$ cat config.mk
export PLATFORM = sky130hd
export DESIGN_NAME = eight_bit_risc_instruction_executor
export DESIGN_NICKNAME = d
export VERILOG_FILES = /design/src/design/risc8_pkg.sv /design/src/design/risc8_ram.sv /design/src/design/eight_bit_risc_instruction_executor.sv
export SDC_FILE = /design/constraint.sdc
export NUM_CORES = 2
export LEC_CHECK = 0
export BUFFER_PORTS_ARGS = -buffer_cell sky130_fd_sc_hd__buf_2
export CELL_PAD_IN_SITES_DETAIL_PLACEMENT = 0
export CELL_PAD_IN_SITES_GLOBAL_PLACEMENT = 2
export CORE_UTILIZATION = 50
export DETAILED_ROUTE_END_ITERATION = 6
export GPL_ROUTABILITY_DRIVEN = 1
export PLACE_DENSITY_LB_ADDON = 0.1
export SYNTH_ARGS = -nofsm -noshare
export SYNTH_HDL_FRONTEND = slang
export SYNTH_HIERARCHICAL = 1
export SYNTH_SLANG_ARGS = --single-unit
$ cat constraint.sdc
create_clock -name clk -period 12.25 [get_ports clk]
set_clock_uncertainty 0.2 [all_clocks]
set_input_delay 0.6125 -clock clk [delete_from_list [all_inputs] [get_ports clk]]
set_output_delay 0.6125 -clock clk [all_outputs]
set_load 0.005 [all_outputs]
$ cat src/design/risc8_pkg.sv
// ----------------------------------------------------------------------------
// risc8_pkg
// Request codes, opcodes, instruction classes and the result item type of the
// 8-bit RISC instruction executor.
// ----------------------------------------------------------------------------
package risc8_pkg;

  localparam int NUM_REGS = 16;
  localparam int RIDX_W   = 4;

  localparam logic [1:0] REQ_EXEC        = 2'd0;
  localparam logic [1:0] REQ_PRELOAD_REG = 2'd1;
  localparam logic [1:0] REQ_PRELOAD_MEM = 2'd2;

  localparam logic [3:0] OP_ADD   = 4'b0000;
  localparam logic [3:0] OP_SUB   = 4'b0001;
  localparam logic [3:0] OP_MUL   = 4'b0010;
  localparam logic [3:0] OP_INC   = 4'b0011;
  localparam logic [3:0] OP_AND   = 4'b0100;
  localparam logic [3:0] OP_OR    = 4'b0101;
  localparam logic [3:0] OP_NOT   = 4'b0110;
  localparam logic [3:0] OP_XOR   = 4'b0111;
  localparam logic [3:0] OP_LOAD  = 4'b1000;
  localparam logic [3:0] OP_STORE = 4'b1001;
  localparam logic [3:0] OP_JMP   = 4'b1010;
  localparam logic [3:0] OP_BEQZ  = 4'b1011;
  localparam logic [3:0] OP_HALT  = 4'b1111;

  localparam logic [2:0] CLS_ARITH = 3'd0;
  localparam logic [2:0] CLS_LOGIC = 3'd1;
  localparam logic [2:0] CLS_DATA  = 3'd2;
  localparam logic [2:0] CLS_CTRL  = 3'd3;
  localparam logic [2:0] CLS_HALT  = 3'd4;
  localparam logic [2:0] CLS_NONE  = 3'd5;

  typedef struct packed {
    logic [7:0]        next_pc;
    logic              halted;
    logic [2:0]        instr_class;
    logic              reg_write_valid;
    logic [RIDX_W-1:0] reg_write_index;
    logic [7:0]        reg_write_value;
    logic              mem_write_valid;
    logic [7:0]        mem_write_addr;
    logic [7:0]        mem_write_value;
  } result_t;

  function automatic logic [7:0] sext4_to8(input logic [3:0] v);
    return {{4{v[3]}}, v};
  endfunction

endpackage

$ cat src/design/risc8_ram.sv
// ----------------------------------------------------------------------------
// risc8_ram
// Generic single-write, single-read RAM with registered read data.
// ----------------------------------------------------------------------------
module risc8_ram #(
  parameter int WIDTH = 8,
  parameter int DEPTH = 16
) (
  input  logic                     clk,
  input  logic                     we,
  input  logic [$clog2(DEPTH)-1:0] waddr,
  input  logic [WIDTH-1:0]         wdata,
  input  logic                     re,
  input  logic [$clog2(DEPTH)-1:0] raddr,
  output logic [WIDTH-1:0]         rdata
);

  logic [WIDTH-1:0] mem_r [DEPTH];
  logic [WIDTH-1:0] rdata_r;

  always_ff @(posedge clk) begin
    if (we) begin
      mem_r[waddr] <= wdata;
    end
    if (re) begin
      rdata_r <= mem_r[raddr];
    end
  end

  assign rdata = rdata_r;

endmodule

$ cat src/design/eight_bit_risc_instruction_executor.sv
// ----------------------------------------------------------------------------
// eight_bit_risc_instruction_executor
// A result item passes the execute register and then the output register; a load also passes the load return stage.
// Accepts one item per cycle while the output is not stalled; a load holds the input
//   while its byte comes back from the data memory read port and is written.
// Register file reads are registered; a write in the accept cycle is forwarded.
// Reset clears pc, halt flag and all valid flags; registers and data memory
//   are not initialized.
// ----------------------------------------------------------------------------
module eight_bit_risc_instruction_executor #(
  parameter int DMEM_DEPTH = 256
) (
  input  logic                         clk,
  input  logic                         rst_n,
  input  logic                         in_valid,
  output logic                         in_stall,
  input  logic [1:0]                   in_req_type,
  input  logic [15:0]                  in_instr_word,
  input  logic [7:0]                   in_preload_index,
  input  logic [7:0]                   in_preload_value,
  output logic                         out_valid,
  input  logic                         out_stall,
  output logic [7:0]                   out_next_pc,
  output logic                         out_halted,
  output logic [2:0]                   out_instr_class,
  output logic                         out_reg_write_valid,
  output logic [risc8_pkg::RIDX_W-1:0] out_reg_write_index,
  output logic [7:0]                   out_reg_write_value,
  output logic                         out_mem_write_valid,
  output logic [7:0]                   out_mem_write_addr,
  output logic [7:0]                   out_mem_write_value
);
  import risc8_pkg::*;

  localparam int AW = $clog2(DMEM_DEPTH);

  function automatic logic [AW-1:0] dmem_wrap(input logic [7:0] a);
    logic [11:0] rem;
    rem = {4'b0000, a};
    for (int k = 3; k >= 0; k--) begin
      if (rem >= 12'(DMEM_DEPTH << k)) begin
        rem = rem - 12'(DMEM_DEPTH << k);
      end
    end
    return rem[AW-1:0];
  endfunction

  // control state
  logic [7:0] pc_r, pc_nxt;
  logic       halt_r, halt_nxt;
  logic       x_valid_r, x_valid_nxt;
  logic       m_valid_r, m_valid_nxt;
  logic       out_valid_r, out_valid_nxt;
  logic       fwd_v_r, fwd_v_nxt;

  // payload
  logic [1:0]        x_req_r;
  logic [15:0]       x_iw_r;
  logic [7:0]        x_pidx_r;
  logic [7:0]        x_pval_r;
  logic [RIDX_W-1:0] fwd_idx_r, fwd_idx_nxt;
  logic [7:0]        fwd_val_r, fwd_val_nxt;
  logic [7:0]        m_npc_r;
  logic [RIDX_W-1:0] m_idx_r;
  result_t           out_r, out_nxt;

  logic              in_accept;
  logic              out_go;
  logic              x_load;
  logic              x_go_oth;
  logic              x_load_go;
  logic              m_go;
  result_t           x_res;
  result_t           m_res;

  logic [3:0]        op, fa, fb, fc;
  logic [7:0]        ra_q, rb_q, rc_q, ra, rb, rc;
  logic [7:0]        seq;
  logic [7:0]        prod;
  logic [AW-1:0]     eff_addr;
  logic [7:0]        dm_q;

  logic              rf_we;
  logic [RIDX_W-1:0] rf_waddr;
  logic [7:0]        rf_wdata;
  logic              dm_we;

  assign out_go    = !out_valid_r || !out_stall;
  assign in_accept = in_valid && !in_stall;

  assign op = x_iw_r[15:12];
  assign fa = x_iw_r[11:8];
  assign fb = x_iw_r[7:4];
  assign fc = x_iw_r[3:0];

  assign ra = (fwd_v_r && fwd_idx_r == fa) ? fwd_val_r : ra_q;
  assign rb = (fwd_v_r && fwd_idx_r == fb) ? fwd_val_r : rb_q;
  assign rc = (fwd_v_r && fwd_idx_r == fc) ? fwd_val_r : rc_q;

  assign seq      = pc_r + 8'd2;
  assign prod     = 8'(rb * rc);
  assign eff_addr = dmem_wrap(rb + sext4_to8(fc));

  assign x_load    = x_req_r == REQ_EXEC && !halt_r && op == OP_LOAD;
  assign x_load_go = x_valid_r && x_load;
  assign x_go_oth  = x_valid_r && !x_load && out_go;
  assign m_go      = m_valid_r && out_go;
  assign in_stall  = m_valid_r || (x_valid_r && !x_go_oth);

  always_comb begin
    x_res = '0;
    x_res.next_pc     = pc_r;
    x_res.halted      = halt_r;
    x_res.instr_class = CLS_NONE;
    unique case (x_req_r)
      REQ_PRELOAD_REG: begin
        if (x_pidx_r < 8'(NUM_REGS)) begin
          x_res.reg_write_valid = 1'b1;
          x_res.reg_write_index = x_pidx_r[RIDX_W-1:0];
          x_res.reg_write_value = x_pval_r;
        end
      end
      REQ_PRELOAD_MEM: begin
        if ({1'b0, x_pidx_r} < 9'(DMEM_DEPTH)) begin
          x_res.mem_write_valid = 1'b1;
          x_res.mem_write_addr  = x_pidx_r;
          x_res.mem_write_value = x_pval_r;
        end
      end
      REQ_EXEC: begin
        if (!halt_r) begin
          x_res.next_pc         = seq;
          x_res.reg_write_index = fa;
          unique case (op)
            OP_ADD: begin
              x_res.instr_class     = CLS_ARITH;
              x_res.reg_write_valid = 1'b1;
              x_res.reg_write_value = rb + rc;
            end
            OP_SUB: begin
              x_res.instr_class     = CLS_ARITH;
              x_res.reg_write_valid = 1'b1;
              x_res.reg_write_value = rb - rc;
            end
            OP_MUL: begin
              x_res.instr_class     = CLS_ARITH;
              x_res.reg_write_valid = 1'b1;
              x_res.reg_write_value = prod;
            end
            OP_INC: begin
              x_res.instr_class     = CLS_ARITH;
              x_res.reg_write_valid = 1'b1;
              x_res.reg_write_value = ra + 8'd1;
            end
            OP_AND: begin
              x_res.instr_class     = CLS_LOGIC;
              x_res.reg_write_valid = 1'b1;
              x_res.reg_write_value = rb & rc;
            end
            OP_OR: begin
              x_res.instr_class     = CLS_LOGIC;
              x_res.reg_write_valid = 1'b1;
              x_res.reg_write_value = rb | rc;
            end
            OP_NOT: begin
              x_res.instr_class     = CLS_LOGIC;
              x_res.reg_write_valid = 1'b1;
              x_res.reg_write_value = ~rb;
            end
            OP_XOR: begin
              x_res.instr_class     = CLS_LOGIC;
              x_res.reg_write_valid = 1'b1;
              x_res.reg_write_value = rb ^ rc;
            end
            OP_LOAD: begin
              x_res.instr_class = CLS_DATA;
            end
            OP_STORE: begin
              x_res.instr_class     = CLS_DATA;
              x_res.mem_write_valid = 1'b1;
              x_res.mem_write_addr  = 8'(eff_addr);
              x_res.mem_write_value = ra;
            end
            OP_JMP: begin
              x_res.instr_class = CLS_CTRL;
              x_res.next_pc     = seq + {x_iw_r[10:4], 1'b0};
            end
            OP_BEQZ: begin
              x_res.instr_class = CLS_CTRL;
              if (ra == 8'd0) begin
                x_res.next_pc = seq + {x_iw_r[6:0], 1'b0};
              end
            end
            OP_HALT: begin
              x_res.instr_class = CLS_HALT;
              x_res.halted      = 1'b1;
            end
            default: begin
              x_res.instr_class = CLS_NONE;
            end
          endcase
          if (!x_res.reg_write_valid) begin
            x_res.reg_write_index = '0;
          end
        end
      end
      default: begin
        x_res.instr_class = CLS_NONE;
      end
    endcase
  end

  always_comb begin
    m_res = '0;
    m_res.next_pc         = m_npc_r;
    m_res.halted          = halt_r;
    m_res.instr_class     = CLS_DATA;
    m_res.reg_write_valid = 1'b1;
    m_res.reg_write_index = m_idx_r;
    m_res.reg_write_value = dm_q;
  end

  assign rf_we    = (x_go_oth && x_res.reg_write_valid) || m_go;
  assign rf_waddr = m_valid_r ? m_idx_r : x_res.reg_write_index;
  assign rf_wdata = m_valid_r ? dm_q : x_res.reg_write_value;
  assign dm_we    = x_go_oth && x_res.mem_write_valid;

  risc8_ram #(.WIDTH(8), .DEPTH(NUM_REGS)) u_rf_a (
    .clk   (clk),
    .we    (rf_we),
    .waddr (rf_waddr),
    .wdata (rf_wdata),
    .re    (in_accept),
    .raddr (in_instr_word[11:8]),
    .rdata (ra_q)
  );

  risc8_ram #(.WIDTH(8), .DEPTH(NUM_REGS)) u_rf_b (
    .clk   (clk),
    .we    (rf_we),
    .waddr (rf_waddr),
    .wdata (rf_wdata),
    .re    (in_accept),
    .raddr (in_instr_word[7:4]),
    .rdata (rb_q)
  );

  risc8_ram #(.WIDTH(8), .DEPTH(NUM_REGS)) u_rf_c (
    .clk   (clk),
    .we    (rf_we),
    .waddr (rf_waddr),
    .wdata (rf_wdata),
    .re    (in_accept),
    .raddr (in_instr_word[3:0]),
    .rdata (rc_q)
  );

  risc8_ram #(.WIDTH(8), .DEPTH(DMEM_DEPTH)) u_dmem (
    .clk   (clk),
    .we    (dm_we),
    .waddr (x_res.mem_write_addr[AW-1:0]),
    .wdata (x_res.mem_write_value),
    .re    (x_load_go),
    .raddr (eff_addr),
    .rdata (dm_q)
  );

  always_comb begin
    pc_nxt        = pc_r;
    halt_nxt      = halt_r;
    if (x_go_oth || x_load_go) begin
      pc_nxt   = x_res.next_pc;
      halt_nxt = x_res.halted;
    end
    x_valid_nxt   = in_accept || (x_valid_r && !(x_go_oth || x_load_go));
    m_valid_nxt   = x_load_go || (m_valid_r && !m_go);
    out_valid_nxt = x_go_oth || m_go || (out_valid_r && out_stall);
    // capture the write that lands on the same edge as the register read
    fwd_v_nxt     = in_accept ? rf_we : fwd_v_r;
    fwd_idx_nxt   = in_accept ? rf_waddr : fwd_idx_r;
    fwd_val_nxt   = in_accept ? rf_wdata : fwd_val_r;
    priority if (x_go_oth) begin
      out_nxt = x_res;
    end else if (m_go) begin
      out_nxt = m_res;
    end else begin
      out_nxt = out_r;
    end
  end

  always_ff @(posedge clk) begin
    if (!rst_n) begin
      pc_r        <= '0;
      halt_r      <= 1'b0;
      x_valid_r   <= 1'b0;
      m_valid_r   <= 1'b0;
      out_valid_r <= 1'b0;
      fwd_v_r     <= 1'b0;
    end else begin
      pc_r        <= pc_nxt;
      halt_r      <= halt_nxt;
      x_valid_r   <= x_valid_nxt;
      m_valid_r   <= m_valid_nxt;
      out_valid_r <= out_valid_nxt;
      fwd_v_r     <= fwd_v_nxt;
    end
  end

  always_ff @(posedge clk) begin
    if (in_accept) begin
      x_req_r  <= in_req_type;
      x_iw_r   <= in_instr_word;
      x_pidx_r <= in_preload_index;
      x_pval_r <= in_preload_value;
    end
    if (x_load_go) begin
      m_npc_r <= x_res.next_pc;
      m_idx_r <= fa;
    end
    fwd_idx_r <= fwd_idx_nxt;
    fwd_val_r <= fwd_val_nxt;
    out_r     <= out_nxt;
  end

  assign out_valid           = out_valid_r;
  assign out_next_pc         = out_r.next_pc;
  assign out_halted          = out_r.halted;
  assign out_instr_class     = out_r.instr_class;
  assign out_reg_write_valid = out_r.reg_write_valid;
  assign out_reg_write_index = out_r.reg_write_index;
  assign out_reg_write_value = out_r.reg_write_value;
  assign out_mem_write_valid = out_r.mem_write_valid;
  assign out_mem_write_addr  = out_r.mem_write_addr;
  assign out_mem_write_value = out_r.mem_write_value;

  a_m_excl_x: assert property (@(posedge clk) disable iff (!rst_n)
    m_valid_r |-> !x_valid_r)
    else $error("load return stage overlaps execute stage");

  a_load_to_m: assert property (@(posedge clk) disable iff (!rst_n)
    x_load_go |=> m_valid_r && !x_valid_r)
    else $error("load did not move to return stage");

  a_halt_sticks: assert property (@(posedge clk) disable iff (!rst_n)
    halt_r |=> halt_r)
    else $error("halt flag cleared without reset");

  a_one_write: assert property (@(posedge clk) disable iff (!rst_n)
    out_valid_r |-> !(out_r.reg_write_valid && out_r.mem_write_valid))
    else $error("item reports register and memory write");

endmodule

# Word level (Yosys, flattened, before mapping)
# Memory sizes are Yosys's and may differ from the RTL's. A register that Yosys moved wholly into a read port is not among the register bits.
# Cells that the tools add are included.
totals:
  reg_bits: 113
  ram_bits: 2432
  out_inout_bits: 44
  word_cells: 125
  mem_count: 4
classes:
  n_addsub: 7
  multipliers: 1
  magnitude_cmp: 1
  n_eq_ne: 17
  n_mux: 27
  bitwise_logic: 4
  n_reduce_logical: 41
mem_list:
  columns: ["memory", "depth", "word_bits", "read_ports", "rd_clocked_by_memory_dff", "write_ports", "line", "source"]
  rows:
  - ["u_dmem.mem_r", 256, 8, 1, 1, 1, "risc8_ram.sv:18", "logic [WIDTH-1:0] mem_r [DEPTH];"]
  - ["u_rf_a.mem_r", 16, 8, 1, 1, 1, "risc8_ram.sv:18", null]
  - ["u_rf_b.mem_r", 16, 8, 1, 1, 1, "risc8_ram.sv:18", null]
  - ["u_rf_c.mem_r", 16, 8, 1, 1, 1, "risc8_ram.sv:18", null]
op_table:
  columns: ["cell", "count"]
  rows:
  - ["$mux W42", 3]
  - ["$pmux W8 S8", 1]
  - ["$mux W8", 5]
  - ["$pmux W17 S2", 1]
  - ["$add A8 B8 Y8", 4]
  - ["$pmux W13 S2", 1]
  - ["$eq A4 B4 Y1 const B", 5]
  - ["$mux W17", 1]
  - ["$eq A4 B3 Y1 const B", 4]
  - ["$logic_and A1 B1 Y1", 16]
  - ["$pmux W8 S2", 1]
  - ["$pmux W3 S5", 1]
  - ["$mux W13", 1]
  - ["$eq A4 B4 Y1", 3]
  - ["$mux W9", 1]
  - ["$add A8 B1 Y8 const B", 1]
  - ["$add A8 B2 Y8 const B", 1]
  - ["$and A8 B8 Y8", 1]
  - ["$eq A4 B2 Y1 const B", 2]
  - ["$logic_not A1 Y1", 8]
  - ["$logic_not A8 Y1", 1]
  - ["$logic_or A1 B1 Y1", 8]
  - ["$lt A8 B5 Y1 const B", 1]
  - ["$mul A8 B8 Y8", 1]
  - ["other kinds (16)", 26]

# Longest topological paths before layout
depth:
  word_depth: 12
  ltp_mapped: 26
  depth_no_buf: 23

# Cells and area by module
# The synthesis kept the hierarchy.
modules_own_cells:
  columns: ["mod", "instances", "cells_each", "area_per_inst_um2", "seq_area_each_um2"]
  rows:
  - ["risc8_ram at u_dmem", 1, 3733, 79636.4, 61739.2]
  - ["risc8_ram at u_rf_a ...", 3, 229, 5227.5, 4083.9]
  - ["eight_bit_risc_instruction_executor", 1, 884, 8351.8, 3183.1]

# Worst setup path before layout
# OpenSTA, ideal clock, no wires.
synth_path:
  path_kind: "register to register"
  start: "register x_req_r[1]"
  end: "memory u_dmem.mem_r[0][0] (data pin)"
  arrival_time_ps: 7822
  required_time_ps: 10658
  slack_ps: 2836
  path_stages_with_launch: 8
  n_path_buf: 2
  period_less_slack_ps: 9414
  cell_sequence: "edfxtp_1 > clkbuf_1 > nor3_1 > nand2_1 > nor3_1 > clkbuf_1 > a22oi_1 > nor2_1"
synth_rtl:
  columns: ["element", "line", "source"]
  rows:
  - ["start: declaration", "eight_bit_risc_instruction_executor.sv:57", "logic [1:0] x_req_r;"]
  - ["start signal: assignment", "eight_bit_risc_instruction_executor.sv:311", "x_req_r <= in_req_type;"]
  - ["end: declaration", "risc8_ram.sv:18", null]

==> flow_summary.yaml <==
floorplanning:
  num_rows: 166
  core_region_sq_mm: 0.205
  initial_utilization: 0.505
  io-pin-count: 82
  die-height_um: 457
  fp.dieArea_sq_mm: 0.209
  die_width_um: 457
route:
  route.detailed.drc: 0
  vias_per_cell: 6.28
  detailedRoute.firstIterationViolations: 5702
  routedWlPerCell_um: 32.7
  drtAntennaViolNets: 0
  detail_route.first_pass.iterations: 5
  dr_total_vias: 52805
  wl_final_um: 275000
synth:
  number_of_enable_flip_flop_cells_after_synthesis: 2562
  synth_flop_cell: "sky130_fd_sc_hd__edfxtp_1"
  yosysSeqAreaShare: 0.744
  post_synth.cell_area_avg_sq_um: 19.5
  yosysUniqueCellTypes: 96
  yosys.cell_count.top_type: "sky130_fd_sc_hd__edfxtp_1"
  syn-num-nets: 5420
  synth_top_area_frac: 0.742
  netlist.top_cell.by_area: "sky130_fd_sc_hd__edfxtp_1"
  flop_and_latch_count_out_of_synthesis: 2574
  post_synth_inst_count: 5304
  netlist_top_cells_count: "sky130_fd_sc_hd__edfxtp_1 (2562), sky130_fd_sc_hd__mux4_2 (508), sky130_fd_sc_hd__nor2_1 (402), sky130_fd_sc_hd__a22oi_1 (210), sky130_fd_sc_hd__a21oi_1 (157)"
  synth.cell_area_sq_mm: 0.104
  top_cells_by_area_in_the_synthesized_netlist: "sky130_fd_sc_hd__edfxtp_1 (74%), sky130_fd_sc_hd__mux4_2 (11%), sky130_fd_sc_hd__a22oi_1 (1.5%), sky130_fd_sc_hd__mux2i_1 (1.5%), sky130_fd_sc_hd__nor2_1 (1.5%)"
  yosysWarningCount: 6
  synthArstFlopShare: 0
clocking:
  cts.clk_slew.worst_paths_ns: 0.06
  cts_repair_resize_count: 0
  post_cts.repair.setup_buffers: 0
  tritoncts: "built"
  clock_insertion_delay_worst_skew_ns: 0.90
  cts.root.buffer_cell: "sky130_fd_sc_hd__clkbuf_16"
  ctsHoldBuffers: 32
  ctsHtreeMaxLevel: 5
  tritoncts.num_buffers: 286
  cts_buffer_depth: 4
  clkSinkCount: 2574
global_routing:
  grt_first_pass_wirelength_um: 393000
  antenna_found_initial: 5
  number_of_global_route_vias_before_repair: 53270
  globalRoute.totalOverflow: 0
  grt_max_degree: 108
  globalRouteTotalUtil: 0.264
placement:
  numPlacedInstances: 7892
  hpwl_reported_at_the_end_of_detailed_placement_um: 173000
  gpl.final_weighted_congestion: 0.872
  place.port_buffers: 80
pwr:
  worst_ir_drop_vdd_mv: 0.153
  sw_frac_of_total: 0.248
  cellPowerDensity_mw_per_mm2: 179
  intPower_mw: 15.6
  pwr-share-seq: 0.470
  p_switching_mw: 5.16
  comb_power_share: 0.132
  clkPwrFrac: 0.398
  p_leak_nw: 36.0
setup_path:
  critPathMaxFanout: 26
  worst-endpoint-arrival_ns: 7.76
  cp-end-kind: "flop"
  worst_setup_path_start_kind: "flop"
  critical_path_class: "reg2reg"
  worst-endpoint-required_ns: 12.55
sta:
  final.period_utilization: 0.609
  finalHoldViolations: 0
  final_period_minus_worst_setup_slack_ns: 7.46
  worst_pin_slew_ns: 1.33
  report.final.setup_viol: 0
  setup_tns_ns: 0
  grt_setup_unrepaired: "false"
  slew_headroom: 0.113
  timing_max_transition_violations_final: 0
  achievable-frequency_mhz: 134
job:
  drv.max_cap_violation_count: 0
finish:
  utilization: 0.565
  num-nets-final: 5640
  flow.area_growth_from_synthesis_pct: 12.0
  post_layout_nonfiller_instances: 8412
  layout-drive-gt1-share: 0.206
min_path:
  hold_path.class: "in2reg"
status:
  status: "completed"
==> sequential cells by signal, summed over array words and instances, names as in the netlist, 7 cells and up <==
| signal | cells |
|---|---|
| x_iw_r | 16 |
| m_npc_r | 7 |
| u_rf_c/mem_r | 128 |
| u_dmem/rdata | 8 |
| u_rf_b/mem_r | 128 |
| x_pidx_r | 8 |
| out_mem_write_addr | 8 |
| u_rf_b/rdata | 8 |
| u_rf_a/mem_r | 128 |
| pc_r | 7 |
| fwd_val_r | 8 |
| out_reg_write_value | 8 |
| out_next_pc | 7 |
| x_pval_r | 8 |
| u_rf_c/rdata | 8 |
| out_mem_write_value | 8 |
| u_rf_a/rdata | 8 |
| u_dmem/mem_r | 2048 |
==> routing by layer <==
metal / vias to the layer above / track usage / routed length (um) / part of all wire
li1: 22258 / - / - / -
met3: 465 / 0.0421 / 17100 / 0.062
met4: 6 / 0.0887 / 9480 / 0.034
met5: - / 0 / 36 / 0.00013
met1: 28157 / 0.367 / 114000 / 0.42
met2: 1919 / 0.428 / 134000 / 0.49
==> worst paths after layout <==
path | start | to | slack, ns | cells past startpoint
worst min-delay path | in_instr_word[0] | x_iw_r[0] | 0.19 | 2
worst min register to register | pc_r[6] | pc_r[6] | 0.32 | 2
worst max-delay path | fwd_idx_r[0] | u_dmem/mem_r[231][2] | 4.79 | 18
worst max register to register | fwd_idx_r[0] | u_dmem/mem_r[231][2] | 4.79 | 18
==> final cells by class <==
| type | count | area, sq um |
|---|---|---|
| clock buffer | 360 | 7600 |
| sequential | 2574 | 77200 |
| fill | 15362 | 89300 |
| clock inverter | 126 | 1280 |
| antenna | 2 | 5.00 |
| tap | 2688 | 3360 |
| inverter | 85 | 319 |
| multi-input combinational | 2341 | 24600 |
| timing repair buffer | 236 | 1730 |
==> metrics by stage <==
stage                     cell area (sq um)  power, mW  worst slack (ns)  hold WS [ns]
after floorplan                      104000       11.7              2.84         0.266
after global placement               107000       12.7              4.61         0.292
after detailed placement             107000       12.7              4.79         0.302
after CTS                            116000       20.9              4.75         0.146
after global routing                 116000       21.3              4.32         0.177
final                                116000       20.8              4.79         0.185
==> worst max-delay path, stage by stage, from the launching register on <==
cell	delay [ns]
sky130_fd_sc_hd__edfxtp_1	0.53
sky130_fd_sc_hd__inv_2	0.12
sky130_fd_sc_hd__o221ai_2	0.18
sky130_fd_sc_hd__o31ai_1	0.39
sky130_fd_sc_hd__and2_1	0.50
sky130_fd_sc_hd__inv_1	0.21
sky130_fd_sc_hd__ha_1	0.32
sky130_fd_sc_hd__a21o_1	0.18
sky130_fd_sc_hd__a21oi_1	0.28
sky130_fd_sc_hd__o21bai_1	0.10
sky130_fd_sc_hd__a21oi_1	0.28
sky130_fd_sc_hd__xnor2_2	0.14
sky130_fd_sc_hd__buf_4	0.48
sky130_fd_sc_hd__nand2_1	0.11
sky130_fd_sc_hd__a21oi_1	0.18
sky130_fd_sc_hd__buf_4	0.23
sky130_fd_sc_hd__nor2b_1	0.56
sky130_fd_sc_hd__nand3_1	0.98
sky130_fd_sc_hd__nor2_1	1.06
==> layout by cell type (no fill, tap or decap), types with 15 or more instances in the layout <==
master                          instances
sky130_fd_sc_hd__bufinv_16             26
sky130_fd_sc_hd__nor2_1               391
sky130_fd_sc_hd__clkinv_1              49
sky130_fd_sc_hd__buf_4                118
sky130_fd_sc_hd__dlygate4sd3_1         32
sky130_fd_sc_hd__a221oi_1              19
sky130_fd_sc_hd__nand3_1               56
sky130_fd_sc_hd__nor3_1                50
sky130_fd_sc_hd__mux4_1                44
sky130_fd_sc_hd__buf_2                 80
sky130_fd_sc_hd__fa_1                  15
sky130_fd_sc_hd__inv_1                 81
sky130_fd_sc_hd__xnor2_1               35
sky130_fd_sc_hd__a22oi_1              210
sky130_fd_sc_hd__nand4_1               18
sky130_fd_sc_hd__mux4_2               508
sky130_fd_sc_hd__o21ai_0               49
sky130_fd_sc_hd__clkbuf_16            294
sky130_fd_sc_hd__nor4_1                22
sky130_fd_sc_hd__edfxtp_1            2562
sky130_fd_sc_hd__ha_1                  61
sky130_fd_sc_hd__mux2i_1              148
sky130_fd_sc_hd__a211oi_1              21
sky130_fd_sc_hd__nor2b_1               38
sky130_fd_sc_hd__and2_1                33
sky130_fd_sc_hd__nand2b_1              20
sky130_fd_sc_hd__clkinv_2              37
sky130_fd_sc_hd__o221ai_1              46
sky130_fd_sc_hd__nand2_1              134
sky130_fd_sc_hd__o22ai_1               32
sky130_fd_sc_hd__clkbuf_1              66
sky130_fd_sc_hd__a21oi_1              155
==> power groups by stage <==
stage | Clock [mW] | Combinational, mW | Sequential (mW)
6_report | 8.26 | 2.74 | 9.75
5_1_grt | 8.71 | 2.87 | 9.75
4_1_cts | 8.42 | 2.76 | 9.75
3_5_place_dp | 0 | 2.75 | 9.94
3_3_place_gp | 0 | 2.75 | 9.94
2_1_floorplan | 0 | 1.72 | 9.95
==> cells by family after synthesis <==
logic type	Yosys count	share of synthesized area
flip-flops	2574	0.744
AND/OR/NAND/NOR	843	0.0374
multiplexers	718	0.138
AO/OA/AOI/OAI	642	0.0431
buffers and inverters	389	0.0212
adder cells (fa/ha/maj)	78	0.0106
XOR/XNOR	59	0.00554
other	1	0.0000362
No activity file was read; power rests on OpenSTA's default activity.
